$ cat config.mk
export PLATFORM = sky130hd
export DESIGN_NAME = dst_rule_offset_calc_top
export DESIGN_NICKNAME = d
export VERILOG_FILES = /design/src/rtl/core/dro_pkg.sv /design/src/rtl/core/dro_fifo.sv /design/src/rtl/core/dro_front.sv /design/src/rtl/core/dro_back.sv /design/src/rtl/core/dst_rule_offset_calc_top.sv
export SDC_FILE = /design/constraint.sdc
export NUM_CORES = 2
export LEC_CHECK = 0
export BUFFER_PORTS_ARGS = -buffer_cell sky130_fd_sc_hd__buf_2
export CORE_UTILIZATION = 30
export DETAILED_ROUTE_END_ITERATION = 10
export GPL_ROUTABILITY_DRIVEN = 0
export PLACE_DENSITY = 0.45
export SLEW_MARGIN = 15
export SYNTH_ARGS = -nofsm -noshare
export SYNTH_HDL_FRONTEND = slang
export SYNTH_SLANG_ARGS = --single-unit
export TNS_END_PERCENT = 100
$ cat constraint.sdc
create_clock -name clk_i -period 15.3 [get_ports clk_i]
set_input_delay 3.06 -clock clk_i [delete_from_list [all_inputs] [get_ports clk_i]]
set_output_delay 3.06 -clock clk_i [all_outputs]
set_load 0.01 [all_outputs]
$ cat src/rtl/core/dro_pkg.sv
// ----------------------------------------------------------------------------
// dro_pkg
// Shared types, constants and calendar helpers for the daylight saving
// offset calculator.
// ----------------------------------------------------------------------------
package dro_pkg;

  localparam int unsigned UtcW    = 33;
  localparam int unsigned OffW    = 11;
  localparam int unsigned SumW    = 8;
  localparam int unsigned LocW    = 35;
  localparam int unsigned NxtW    = 34;
  localparam int unsigned DayW    = 17;
  localparam int unsigned YearW   = 9;
  localparam int unsigned CfgIdxW = 2;
  localparam int unsigned CfgDatW = 11;

  localparam int unsigned QueueDepthDef = 2;
  localparam int unsigned OutDepthDef   = 8;

  // Register indexes of the configuration port.
  localparam logic [CfgIdxW-1:0] RegMode   = 2'd0;
  localparam logic [CfgIdxW-1:0] RegManual = 2'd1;
  localparam logic [CfgIdxW-1:0] RegBase   = 2'd2;
  localparam logic [CfgIdxW-1:0] RegSummer = 2'd3;

  // Mode codes.
  localparam logic [1:0] ModeOff    = 2'd0;
  localparam logic [1:0] ModeAuto   = 2'd1;
  localparam logic [1:0] ModeManual = 2'd2;

  localparam logic signed [OffW-1:0] RuleBaseMin = 11'sd120;
  localparam logic [NxtW-1:0]        SecPerDay   = 34'd86400;
  localparam logic [NxtW-1:0]        StdShift    = 34'd7200;
  localparam logic [NxtW-1:0]        TransSec    = 34'd7200;

  // Reciprocals for the constant divisions.
  localparam logic [27:0] RecipDay675 = 28'd203613265;  // 2^37 / 675, rounded up
  localparam logic [18:0] RecipYear   = 19'd367468;     // 2^27 / 365.25
  localparam logic [17:0] RecipSeven  = 18'd149797;     // 2^20 / 7, rounded up

  typedef struct packed {
    logic [1:0]                mode;
    logic                      manual;
    logic signed [OffW-1:0]    base;
    logic signed [SumW-1:0]    summer;
  } cfg_t;

  typedef struct packed {
    logic [UtcW-1:0] utc;
    logic            rule;
    logic            fixed_on;
  } item_t;

  typedef struct packed {
    logic                      summer_active;
    logic signed [OffW-1:0]    local_offset_minutes;
    logic signed [LocW-1:0]    local_seconds;
    logic [NxtW-1:0]           next_change_utc;
    logic [NxtW-1:0]           next_change_wall;
  } res_t;

  // Leap year test for year 1970 + n, valid through 2299.
  function automatic logic is_leap(input logic [YearW-1:0] n);
    return (n[1:0] == 2'd2) && (n != 9'd130) && (n != 9'd230);
  endfunction

  // Day number of January 1st of year 1970 + n.
  function automatic logic [DayW-1:0] jan1(input logic [YearW-1:0] n);
    logic [9:0]  a;
    logic [15:0] b;
    logic [15:0] c;
    logic [DayW-1:0] lp4;
    logic [DayW-1:0] lp100;
    logic [DayW-1:0] lp400;
    a     = ({1'b0, n} + 10'd1) >> 2;
    b     = 16'(({1'b0, n} + 10'd69)) * 16'd41;
    c     = 16'(({1'b0, n} + 10'd369)) * 16'd41;
    lp4   = DayW'(a);
    lp100 = DayW'(b >> 12);
    lp400 = DayW'(c >> 14);
    return DayW'(DayW'(n) * 17'd365) + lp4 - lp100 + lp400;
  endfunction

endpackage

$ cat src/rtl/core/dro_fifo.sv
// ----------------------------------------------------------------------------
// dro_fifo
// Small first-word-fall-through queue on a register array.
// ----------------------------------------------------------------------------
module dro_fifo import dro_pkg::*; #(
  parameter int unsigned Depth = QueueDepthDef,
  parameter int unsigned Width = 8
) (
  input  logic             clk_i,
  input  logic             rst_ni,
  input  logic             wr_en_i,
  input  logic [Width-1:0] wr_data_i,
  input  logic             rd_en_i,
  output logic [Width-1:0] rd_data_o,
  output logic             full_o,
  output logic             empty_o
);

  localparam int unsigned PtrW = (Depth > 1) ? $clog2(Depth) : 1;
  localparam int unsigned CntW = $clog2(Depth + 1);

  logic [Width-1:0] mem_q [Depth];
  logic [PtrW-1:0]  wptr_q, wptr_d, rptr_q, rptr_d;
  logic [CntW-1:0]  cnt_q, cnt_d;
  logic             do_wr, do_rd;

  assign full_o    = (cnt_q == CntW'(Depth));
  assign empty_o   = (cnt_q == '0);
  assign do_wr     = wr_en_i && !full_o;
  assign do_rd     = rd_en_i && !empty_o;
  assign rd_data_o = mem_q[rptr_q];

  always_comb begin
    wptr_d = wptr_q;
    rptr_d = rptr_q;
    cnt_d  = cnt_q;
    if (do_wr) begin
      wptr_d = (wptr_q == PtrW'(Depth - 1)) ? '0 : wptr_q + 1'b1;
    end
    if (do_rd) begin
      rptr_d = (rptr_q == PtrW'(Depth - 1)) ? '0 : rptr_q + 1'b1;
    end
    if (do_wr && !do_rd) begin
      cnt_d = cnt_q + 1'b1;
    end else if (!do_wr && do_rd) begin
      cnt_d = cnt_q - 1'b1;
    end
  end

  always_ff @(posedge clk_i or negedge rst_ni) begin
    if (!rst_ni) begin
      wptr_q <= '0;
      rptr_q <= '0;
      cnt_q  <= '0;
    end else begin
      wptr_q <= wptr_d;
      rptr_q <= rptr_d;
      cnt_q  <= cnt_d;
    end
  end

  always_ff @(posedge clk_i) begin
    if (do_wr) begin
      mem_q[wptr_q] <= wr_data_i;
    end
  end

endmodule

$ cat src/rtl/core/dro_front.sv
// ----------------------------------------------------------------------------
// dro_front
// Accepts queries and classifies them against the mode registers.
// ----------------------------------------------------------------------------
module dro_front import dro_pkg::*; (
  input  logic            push_i,
  input  logic            q_full_i,
  input  logic [UtcW-1:0] utc_i,
  input  cfg_t            cfg_i,
  output logic            q_wr_o,
  output item_t           item_o
);

  logic is_auto;

  // Mode 3 is treated as automatic.
  assign is_auto = (cfg_i.mode != ModeOff) && (cfg_i.mode != ModeManual);

  assign q_wr_o         = push_i && !q_full_i;
  assign item_o.utc      = utc_i;
  assign item_o.rule     = is_auto && (cfg_i.base == RuleBaseMin) &&
                           !cfg_i.summer[SumW-1] && (cfg_i.summer != '0);
  assign item_o.fixed_on = (cfg_i.mode == ModeManual) && cfg_i.manual;

endmodule

$ cat src/rtl/core/dro_back.sv
// ----------------------------------------------------------------------------
// dro_back
// Calendar pipeline: civil year, transition days, window check and offsets.
// ----------------------------------------------------------------------------
module dro_back import dro_pkg::*; #(
  parameter int unsigned OutDepth = OutDepthDef
) (
  input  logic  clk_i,
  input  logic  rst_ni,
  input  cfg_t  cfg_i,
  input  logic  q_empty_i,
  input  item_t q_item_i,
  output logic  q_rd_o,
  input  logic  out_pop_i,
  output logic  out_wr_o,
  output res_t  out_res_o
);

  localparam int unsigned CredW = $clog2(OutDepth + 1);

  logic [CredW-1:0] cred_q, cred_d;
  logic             issue;
  logic [6:1]       v_q;

  item_t s1_it_q, s2_it_q, s3_it_q, s4_it_q, s5_it_q, s6_it_q;
  logic [54:0]     s1_prod_q;
  logic [DayW-1:0] s2_days_q;
  logic [35:0]     s2_prod_q;
  logic [YearW-1:0] s3_n_q;
  logic [DayW-1:0]  s3_jan_q;
  logic [DayW:0]    s4_x_q [3];
  logic [35:0]      s4_prod_q [3];
  logic [NxtW-1:0]  s5_sec_q [3];
  logic             s6_act_q;
  logic [NxtW-1:0]  s6_nu_q, s6_nw_q;

  // Credits count everything in the pipeline plus the output queue.
  assign issue  = !q_empty_i && ((cred_q < CredW'(OutDepth)) || out_pop_i);
  assign q_rd_o = issue;

  always_comb begin
    cred_d = cred_q;
    if (issue && !out_pop_i) begin
      cred_d = cred_q + 1'b1;
    end else if (!issue && out_pop_i) begin
      cred_d = cred_q - 1'b1;
    end
  end

  always_ff @(posedge clk_i or negedge rst_ni) begin
    if (!rst_ni) begin
      cred_q <= '0;
      v_q    <= '0;
    end else begin
      cred_q <= cred_d;
      v_q    <= {v_q[5:1], issue};
    end
  end

  // Stage 1: day count of standard local time.
  logic [NxtW-1:0] std_sec;
  assign std_sec = NxtW'(q_item_i.utc) + StdShift;

  always_ff @(posedge clk_i) begin
    s1_it_q   <= q_item_i;
    s1_prod_q <= 55'(std_sec[33:7]) * 55'(RecipDay675);
  end

  // Stage 2: rough year estimate.
  logic [DayW-1:0] days;
  assign days = s1_prod_q[53:37];

  always_ff @(posedge clk_i) begin
    s2_it_q   <= s1_it_q;
    s2_days_q <= days;
    s2_prod_q <= 36'(days) * 36'(RecipYear);
  end

  // Stage 3: correct the estimate against January 1st boundaries.
  logic [YearW-1:0] n0;
  logic [DayW-1:0]  j0, jp, jm;
  assign n0 = s2_prod_q[35:27];
  assign j0 = jan1(n0);
  assign jp = j0 + 17'd365 + DayW'(is_leap(n0));
  assign jm = j0 - 17'd365 - DayW'(is_leap(n0 - 1'b1));

  always_ff @(posedge clk_i) begin
    s3_it_q <= s2_it_q;
    if (s2_days_q < j0) begin
      s3_n_q   <= n0 - 1'b1;
      s3_jan_q <= jm;
    end else if (s2_days_q >= jp) begin
      s3_n_q   <= n0 + 1'b1;
      s3_jan_q <= jp;
    end else begin
      s3_n_q   <= n0;
      s3_jan_q <= j0;
    end
  end

  // Stage 4: month-end days and the weekday reduction products.
  logic            lp, lpn;
  logic [DayW-1:0] jn;
  logic [DayW:0]   x4 [3];
  assign lp  = is_leap(s3_n_q);
  assign lpn = is_leap(s3_n_q + 1'b1);
  assign jn  = s3_jan_q + 17'd365 + DayW'(lp);
  assign x4[0] = 18'(s3_jan_q + 17'd89 + DayW'(lp)) + 18'd4;
  assign x4[1] = 18'(s3_jan_q + 17'd303 + DayW'(lp)) + 18'd4;
  assign x4[2] = 18'(jn + 17'd89 + DayW'(lpn)) + 18'd4;

  always_ff @(posedge clk_i) begin
    s4_it_q <= s3_it_q;
    for (int i = 0; i < 3; i++) begin
      s4_x_q[i]    <= x4[i];
      s4_prod_q[i] <= 36'(x4[i]) * 36'(RecipSeven);
    end
  end

  // Stage 5: last Sunday or the Friday before, then midnight in seconds.
  logic [DayW:0]   q7 [3];
  logic [2:0]      r7 [3];
  logic [DayW-1:0] tday [3];
  always_comb begin
    for (int i = 0; i < 3; i++) begin
      q7[i]   = 18'(s4_prod_q[i] >> 20);
      r7[i]   = 3'(s4_x_q[i] - 18'(q7[i] * 18'd7));
      tday[i] = DayW'(s4_x_q[i] - 18'd4 - 18'(r7[i]));
    end
    tday[0] = tday[0] - 17'd2;
    tday[2] = tday[2] - 17'd2;
  end

  always_ff @(posedge clk_i) begin
    s5_it_q <= s4_it_q;
    for (int i = 0; i < 3; i++) begin
      s5_sec_q[i] <= NxtW'(tday[i]) * SecPerDay;
    end
  end

  // Stage 6: window check and next transition.
  logic [12:0]     dst;
  logic [NxtW-1:0] e_utc, utc6;
  assign dst   = 13'(cfg_i.summer[SumW-2:0]) * 13'd60;
  assign e_utc = s5_sec_q[1] - NxtW'(dst);
  assign utc6  = NxtW'(s5_it_q.utc);

  always_ff @(posedge clk_i) begin
    s6_it_q <= s5_it_q;
    if (!s5_it_q.rule) begin
      s6_act_q <= s5_it_q.fixed_on;
      s6_nu_q  <= '0;
      s6_nw_q  <= '0;
    end else if (utc6 < s5_sec_q[0]) begin
      s6_act_q <= 1'b0;
      s6_nu_q  <= s5_sec_q[0];
      s6_nw_q  <= s5_sec_q[0] + TransSec;
    end else if (utc6 < e_utc) begin
      s6_act_q <= 1'b1;
      s6_nu_q  <= e_utc;
      s6_nw_q  <= s5_sec_q[1] + TransSec;
    end else begin
      s6_act_q <= 1'b0;
      s6_nu_q  <= s5_sec_q[2];
      s6_nw_q  <= s5_sec_q[2] + TransSec;
    end
  end

  // Offset with saturation, then local time.
  logic signed [11:0]     sum;
  logic signed [OffW-1:0] off;
  logic signed [17:0]     off60;
  always_comb begin
    sum = 12'(cfg_i.base) + (s6_act_q ? 12'(cfg_i.summer) : 12'sd0);
    if (sum > 12'sd1023) begin
      off = 11'sd1023;
    end else if (sum < -12'sd1024) begin
      off = -11'sd1024;
    end else begin
      off = OffW'(sum);
    end
    off60 = 18'(off) * 18'sd60;
  end

  assign out_wr_o                       = v_q[6];
  assign out_res_o.summer_active        = s6_act_q;
  assign out_res_o.local_offset_minutes = off;
  assign out_res_o.local_seconds        = $signed({2'b00, s6_it_q.utc}) + LocW'(off60);
  assign out_res_o.next_change_utc      = s6_nu_q;
  assign out_res_o.next_change_wall     = s6_nw_q;

endmodule

$ cat src/rtl/core/dst_rule_offset_calc_top.sv
// ----------------------------------------------------------------------------
// dst_rule_offset_calc_top
// Daylight saving offset calculator: local offset, local time and next
// transition for a UTC second count.
// ----------------------------------------------------------------------------
//  Channel   | Handshake          | Payload
//  query in  | push / full        | utc_seconds_i
//  result    | empty / pop        | summer_active_o .. next_change_wall_o
//  config    | cfg_we_i           | cfg_idx_i, cfg_wdata_i
//
// One query is accepted per cycle while full is low; a result leaves the
// calendar pipeline after the query queue and the six pipeline stages.
// Reset loads mode automatic, manual flag off, base 120 and daylight 60.
// The pipeline never stalls: issue is gated by credits for the result queue,
// so holding pop low only fills the queues and then raises full.
// ----------------------------------------------------------------------------
module dst_rule_offset_calc_top import dro_pkg::*; #(
  parameter int unsigned QueueDepth = QueueDepthDef,
  parameter int unsigned OutDepth   = OutDepthDef
) (
  input  logic                   clk_i,
  input  logic                   rst_ni,
  input  logic                   push,
  output logic                   full,
  input  logic [UtcW-1:0]        utc_seconds_i,
  output logic                   empty,
  input  logic                   pop,
  output logic                   summer_active_o,
  output logic signed [OffW-1:0] local_offset_minutes_o,
  output logic signed [LocW-1:0] local_seconds_o,
  output logic [NxtW-1:0]        next_change_utc_o,
  output logic [NxtW-1:0]        next_change_wall_o,
  input  logic                   cfg_we_i,
  input  logic [CfgIdxW-1:0]     cfg_idx_i,
  input  logic [CfgDatW-1:0]     cfg_wdata_i
);

  cfg_t  cfg_q;
  item_t f_item, q_item;
  res_t  b_res, o_res;
  logic  f_wr, q_empty, q_rd, b_wr;

  always_ff @(posedge clk_i or negedge rst_ni) begin
    if (!rst_ni) begin
      cfg_q.mode   <= ModeAuto;
      cfg_q.manual <= 1'b0;
      cfg_q.base   <= 11'sd120;
      cfg_q.summer <= 8'sd60;
    end else if (cfg_we_i) begin
      case (cfg_idx_i)
        RegMode:   cfg_q.mode   <= cfg_wdata_i[1:0];
        RegManual: cfg_q.manual <= cfg_wdata_i[0];
        RegBase:   cfg_q.base   <= cfg_wdata_i;
        RegSummer: cfg_q.summer <= cfg_wdata_i[SumW-1:0];
        default:   cfg_q.mode   <= cfg_q.mode;
      endcase
    end
  end

  dro_front u_front (
    .push_i   (push),
    .q_full_i (full),
    .utc_i    (utc_seconds_i),
    .cfg_i    (cfg_q),
    .q_wr_o   (f_wr),
    .item_o   (f_item)
  );

  dro_fifo #(
    .Depth (QueueDepth),
    .Width ($bits(item_t))
  ) u_mid_q (
    .clk_i     (clk_i),
    .rst_ni    (rst_ni),
    .wr_en_i   (f_wr),
    .wr_data_i (f_item),
    .rd_en_i   (q_rd),
    .rd_data_o (q_item),
    .full_o    (full),
    .empty_o   (q_empty)
  );

  dro_back #(
    .OutDepth (OutDepth)
  ) u_back (
    .clk_i     (clk_i),
    .rst_ni    (rst_ni),
    .cfg_i     (cfg_q),
    .q_empty_i (q_empty),
    .q_item_i  (q_item),
    .q_rd_o    (q_rd),
    .out_pop_i (pop && !empty),
    .out_wr_o  (b_wr),
    .out_res_o (b_res)
  );

  dro_fifo #(
    .Depth (OutDepth),
    .Width ($bits(res_t))
  ) u_out_q (
    .clk_i     (clk_i),
    .rst_ni    (rst_ni),
    .wr_en_i   (b_wr),
    .wr_data_i (b_res),
    .rd_en_i   (pop),
    .rd_data_o (o_res),
    .full_o    (),
    .empty_o   (empty)
  );

  assign summer_active_o        = o_res.summer_active;
  assign local_offset_minutes_o = o_res.local_offset_minutes;
  assign local_seconds_o        = o_res.local_seconds;
  assign next_change_utc_o      = o_res.next_change_utc;
  assign next_change_wall_o     = o_res.next_change_wall;

endmodule
# == Yosys cells after proc, flatten, opt, wreduce, memory -nomap -nowiden ==
# Memory sizes are Yosys's and may differ from the RTL's.
# Cells that the tools add are included.
# classes
multipliers,16
n_eq_ne,22
mux,28
n_addsub,52
magnitude_cmp,7
reduce_logical,48
# op_table
operator,n
2-to-1 mux 34 bit,4
"multiplier 18 x 18 -> 36 bit, second input constant",3
"adder 34 x 13 -> 34 bit, second input constant",3
"multiplier 17 x 10 -> 27 bit, second input constant",3
"inequality test 9 x 8 -> 1 bit, second input constant",8
less-than comparator 33 x 34 -> 1 bit,2
adder 18 x 1 -> 18 bit,3
"adder 18 x 3 -> 18 bit, second input constant",3
"multiplier 27 x 28 -> 54 bit, second input constant",1
subtractor 17 x 3 -> 17 bit,3
"subtractor 17 x 3 -> 17 bit, second input constant",3
"multiplier 16 x 3 -> 3 bit, second input constant",3
"adder 17 x 7 -> 18 bit, second input constant",2
adder 34 x 18 -> 35 bit,1
adder 17 x 1 -> 17 bit,2
"adder 17 x 9 -> 17 bit, second input constant",2
"adder 33 x 13 -> 34 bit, second input constant",1
"multiplier 17 x 17 -> 34 bit, second input constant",1
2-to-1 mux 17 bit,2
"subtractor 17 x 2 -> 17 bit, second input constant",2
subtractor 34 x 13 -> 34 bit,1
"multiplier 16 x 6 -> 16 bit, second input constant",2
logical AND 1 bit,25
2-to-1 mux 11 bit,2
other kinds (46),91
# totals
output_inout_bits,117
regBits,454
in_bits,51
mem_count,5
wordCells,214
mem_bits_rw,1233
# mem_list
name,words,word_bits,read_ports,rd_ports_with_merged_regs,wr,line,rtl
u_out_q.mem_q,8,115,1,0,1,dro_fifo.sv:22,logic [Width-1:0] mem_q [Depth];
u_back.s4_prod_q,3,36,3,0,3,dro_back.sv:32,logic [35:0] s4_prod_q [3];
u_back.s5_sec_q,3,27,3,0,3,dro_back.sv:33,logic [NxtW-1:0] s5_sec_q [3];
u_mid_q.mem_q,2,35,1,0,1,dro_fifo.sv:22,
u_back.s4_x_q,3,18,3,0,3,dro_back.sv:31,logic [DayW:0] s4_x_q [3];

# == Longest topological paths before layout ==
# depth
word_depth,9
depth_mapped,52
mapped_depth_nobuf,50

# == Modules after synthesis ==
# From an unflattened synthesis, not the netlist that was laid out.
# hier_totals
cells_unflattened,7487
hier_area_um2,97423.4
# by_module_without_submodules
module,area_each_um2,n_inst,cells_each
dro_back,57918.0,1,5870
dro_fifo at u_out_q,35411.5,1,1396
dro_fifo at u_mid_q,2872.8,1,128
dst_rule_offset_calc_top,897.1,1,50
dro_front,324.1,1,43

# == Worst setup path after synthesis ==
# Ideal clock, no wire load.
# synth_timing
path_kind,flip-flop to flip-flop
from,register u_out_q.cnt_q[0]
to,"memory u_out_q.mem_q[0][100] in the netlist's numbering, enable pin"
setup_ns,0.835
stages_incl_launch_ff,5
t_required_ns,14.465
period_less_slack_ns,11.649
path_buffers,0
setup_slack_ns,3.651
arrival_ns,10.814
cell_sequence,dfrtp_1 nor3_1 nand2_1 nand2_1 nor4_1
# synth_via
elab_chain_cells,5
# synth_lines
item,line,rtl
"start, declared",dro_fifo.sv:24,"logic [CntW-1:0] cnt_q, cnt_d;"
"start signal, assigned",dro_fifo.sv:58,cnt_q <= cnt_d;
equality test 4 bit,dro_fifo.sv:27,assign full_o = (cnt_q == CntW'(Depth));
zero test 1 bit,dro_fifo.sv:29,assign do_wr = wr_en_i && !full_o;
logical AND 1 bit,dro_fifo.sv:29,
2-to-1 mux 1 bit,dro_fifo.sv:63,if (do_wr) begin
2-to-1 mux 1 bit (implied by the code),dro_fifo.sv:64,mem_q[wptr_q] <= wr_data_i;
"end, declared",dro_fifo.sv:22,
# Every way passes these cells.

==> run summary <==
The source-to-sink clock delay at the later pin of the worst-skew pair was 880 ps. The distinct cell type count of the synthesized netlist is 108, and the chip width is 562.8 microns. The number of gates resized after cts was 0. In this run the worst setup path begins at u_back.s6_act_q.

Among all flip-flop cells after synthesis, the most frequent one is sky130_fd_sc_hd__edfxtp_1. The floorplan step set the die height to 562.8 microns. The number of nets in the finished design was 9730.

Yosys attributes the largest share of cell area to sky130_fd_sc_hd__edfxtp_1 29%, sky130_fd_sc_hd__ha_1 18%, sky130_fd_sc_hd__fa_1 14%. The most area-hungry cell type in the Yosys netlist was sky130_fd_sc_hd__edfxtp_1. The region available for standard cell placement spans 0.3124 sq mm.

The worst path uses 77.35% of the clock period. The type of the worst setup path is reg -> reg. The transition time at the pin with the least slew margin was 1160 ps.

The logs give 205 for the cell row count and 30.20% for the initial core utilization. For the total vias in the final route, the log shows 55520. The wire-length estimate of the detail-placed layout is 183100 microns. The worst setup skew after layout was 125.8 ps.

Most used cell along the critical path: sky130_fd_sc_hd__o21ai_0. The worst pin sits at a relative slew slack of 22.18%. Yosys printed 0 warnings. CTS saw 1450 sinks. The maximum fanout count along the critical path works out to 19.

The largest incremental delay on the critical path was 730 ps; the total of flip-flops plus latches after synthesis was 1450. After filler insertion, the fill cell instance count of the layout stands at 30820. The die covers 0.3167 sq mm. Counting cells, the worst reg-to-reg path comes to 39. TritonCTS built the clock tree. For the total of endpoints with negative setup slack in the final report, the log shows 0. The worst setup path is captured at a flop. The number of buffers inserted by hold repair at cts came out at 0. The first global-routing pass estimated 371200 microns of wire.

The maximum number of pins on one net before global-route repair was 103; the fraction of layout cells with a size suffix above 1 was 12.35%. The flow ran to the end, and the final reports show no timing, DRC or antenna violations. After synthesis the cells add up to 0.09434 sq mm.

The run gives 20 as the number of antenna violations at the first check in global routing. The critical path ends at u_out_q.mem_q[5][99]. Aggregate global routing overflow: 0.

The logs give 4 for the H-tree level count and 0 ps for the setup total negative slack. For the post-place instance area, the log shows 0.1005 sq mm. Number of cells produced by synthesis: 7420.

The startpoint kind of the worst setup timing path is a flop. Compared with the post-synthesis result, the final layout area differs by 12.66%. The via count normalized by instance count works out to 4.630.

Once detail routing completed, the nets flagged for antenna violations numbered 0. Data on the critical path arrives at its endpoint at 12360 ps. The first TritonRoute pass finished after 5 iterations. The startpoint of the worst-slack reg-to-reg timing path was u_back.s6_act_q.

Subtracting the final worst setup slack from the clock period gives 11830 ps. Endpoint of the worst register-to-register path: u_out_q.mem_q[5][99]. The run gives 15830 ps as the critical path required time. Summed over all layers, the routed wires come to 241400 microns.

The number of buffers added on ports came out at 159. For the fraction of the yosys area taken by sequential cells, the log shows 40.85%. Pin placement for this block handled 168 I/O pins. Number of remaining DRC errors: 0. The total count of hold-check failures in the final report came out at 0. The area of all placed cells without fillers is 0.1063 sq mm. The class of the tightest hold or removal check is reg -> reg. The first routing iteration left 2858 violations. The count of pins over their slew limit is 0, and the routed wirelength normalized by instance count is 20.13 microns. The number of setup buffers added after CTS came out at 0. TritonCTS created 173 clock buffers. Summed over its instances, the top area cell type makes up 29.48% of the synthesized netlist area. The mean area per synthesized cell is 12.71 sq um. The clock-pin slew on the worst setup and hold paths works out to 60 ps. The clock root buffer master was sky130_fd_sc_hd__clkbuf_16.

The clock passes through at most 4 buffers. Across the run, the number of max-cap violations was 0. The maximum clock frequency is 84.50 MHz, and the count of flip-flops with a built-in enable after synthesis is 926. Global routing consumed, over all layers together, 15.39% of the routing resources. In this run the register-to-register setup slack is 3470 ps. The fraction of registers with async set/reset came out at 3.172%. The critical-path cell with the highest stage delay is sky130_fd_sc_hd__xor2_2.

For the via count of the first global-routing pass, the log shows 59620. Setup repair after global routing left no endpoint under its margin.
[cell families after synthesis]
group | after synthesis | synth area share, %
adder cells (fa/ha/maj) | 1974 | 31.35
flip-flops | 1450 | 40.85
buffers and inverters | 1430 | 5.787
AND/OR/NAND/NOR | 962 | 5.224
AO/OA/AOI/OAI | 739 | 5.183
XOR/XNOR | 461 | 4.288
multiplexers | 403 | 7.317
other | 1 | 0.003975
[worst min path at each step]
stage / start / to / cells past startpoint / slack, ps
global route: u_back.s2_it_q[10] / u_back.s3_it_q[10] / 0 / 300
CTS: u_back.s2_it_q[10] / u_back.s3_it_q[10] / 0 / 280
global placement: u_back.s1_it_q[21] / u_back.s2_it_q[21] / 0 / 310
floorplan: u_back.s1_it_q[0] / u_back.s2_it_q[0] / 0 / 310
finish: u_back.s2_it_q[10] / u_back.s3_it_q[10] / 0 / 280
detailed placement: u_back.s1_it_q[10] / u_back.s2_it_q[10] / 0 / 310
[per-layer routing]
layer	vias up	part of all wire (%)	GRT usage, %	routed length, microns
met5	-	0.011	0	26
met4	4	1.7	2.589	4022
met3	268	3.4	1.794	8311
met2	893	47	25.95	114000
met1	28080	48	21.42	115000
li1	26270	-	-	-
[sequential cells by signal, indices dropped and copies added, names as in the netlist, 45 cells and up]
register / count
u_out_q.mem_q: 856
u_back.s5_sec_q: 81
u_mid_q.mem_q: 70
u_back.s4_x_q: 45
[Yosys cell counts (106+ instances only)]
cell,instances
sky130_fd_sc_hd__nand3_1,106
sky130_fd_sc_hd__fa_1,649
sky130_fd_sc_hd__xor2_1,136
sky130_fd_sc_hd__ha_1,1325
sky130_fd_sc_hd__dfxtp_1,478
sky130_fd_sc_hd__o21ai_0,136
sky130_fd_sc_hd__mux2_2,153
sky130_fd_sc_hd__mux4_2,214
sky130_fd_sc_hd__xnor2_1,324
sky130_fd_sc_hd__inv_1,1289
sky130_fd_sc_hd__nor2_1,222
sky130_fd_sc_hd__a21oi_1,210
sky130_fd_sc_hd__edfxtp_1,926
sky130_fd_sc_hd__nand2_1,205
sky130_fd_sc_hd__nor3_1,113
[layout make-up]
type / instances / area, sq um / share of cell area (%)
Inverter: 1291 / 4846 / 4.559
Timing Repair Buffer: 242 / 1469 / 1.382
Antenna cell: 12 / 30.03 / 0.02825
Clock inverter: 78 / 963.4 / 0.9065
Sequential cell: 1450 / 38550 / 36.27
Multi-Input combinational cell: 4547 / 50490 / 47.51
Clock buffer: 232 / 4752 / 4.471
Tap cell: 4140 / 5180 / 4.874
[metrics by stage]
stage                     util (%)  instances  hold WS (ps)  setup slack (ps)
final                        34.02      11990         276.3              3466
after floorplan                  -       7427         309.6              3651
after global placement       32.18      11670         311.0              3478
after detailed placement     32.18      11670         312.1              3503
after CTS                    34.01      11980         277.2              3432
after global routing         34.01      11980         296.4              2327
[worst max-delay path, delay by kind of cell (launching register included)]
family	cells	cell delay [ps]
flip-flops	1	640
XOR/XNOR	2	1020
buffers and inverters	3	540
AO/OA/AOI/OAI	21	5710
adder cells (fa/ha/maj)	6	2040
AND/OR/NAND/NOR	7	1550
[cells in the final DEF (no fill, tap or decap), types with 30 or more instances in the layout]
| master | Yosys | final |
|---|---|---|
| sky130_fd_sc_hd__buf_4 | 14 | 79 |
| sky130_fd_sc_hd__mux4_2 | 214 | 214 |
| sky130_fd_sc_hd__mux2i_1 | 36 | 36 |
| sky130_fd_sc_hd__mux2_2 | 153 | 153 |
| sky130_fd_sc_hd__nor3_1 | 113 | 109 |
| sky130_fd_sc_hd__xor2_1 | 136 | 135 |
| sky130_fd_sc_hd__xnor2_1 | 324 | 320 |
| sky130_fd_sc_hd__dfrtp_1 | 37 | 33 |
| sky130_fd_sc_hd__a31oi_1 | 34 | 32 |
| sky130_fd_sc_hd__o21a_1 | 45 | 45 |
| sky130_fd_sc_hd__nand2_1 | 205 | 205 |
| sky130_fd_sc_hd__nor2_1 | 222 | 216 |
| sky130_fd_sc_hd__or3_1 | 30 | 30 |
| sky130_fd_sc_hd__clkbuf_16 | 0 | 174 |
| sky130_fd_sc_hd__clkbuf_1 | 82 | 40 |
| sky130_fd_sc_hd__inv_1 | 1289 | 1289 |
| sky130_fd_sc_hd__nand2b_1 | 48 | 48 |
| sky130_fd_sc_hd__o21ai_0 | 136 | 136 |
| sky130_fd_sc_hd__a21oi_1 | 210 | 210 |
| sky130_fd_sc_hd__dfxtp_1 | 478 | 478 |
| sky130_fd_sc_hd__buf_2 | 9 | 159 |
| sky130_fd_sc_hd__fa_1 | 649 | 649 |
| sky130_fd_sc_hd__edfxtp_1 | 926 | 926 |
| sky130_fd_sc_hd__nand4_1 | 31 | 31 |
| sky130_fd_sc_hd__nor2b_1 | 48 | 48 |
| sky130_fd_sc_hd__a21o_1 | 100 | 100 |
| sky130_fd_sc_hd__nand3_1 | 106 | 106 |
| sky130_fd_sc_hd__ha_1 | 1325 | 1325 |
Power is not shown: default switching activity piles up to over one toggle a cycle in this logic, so the estimate is an artifact.
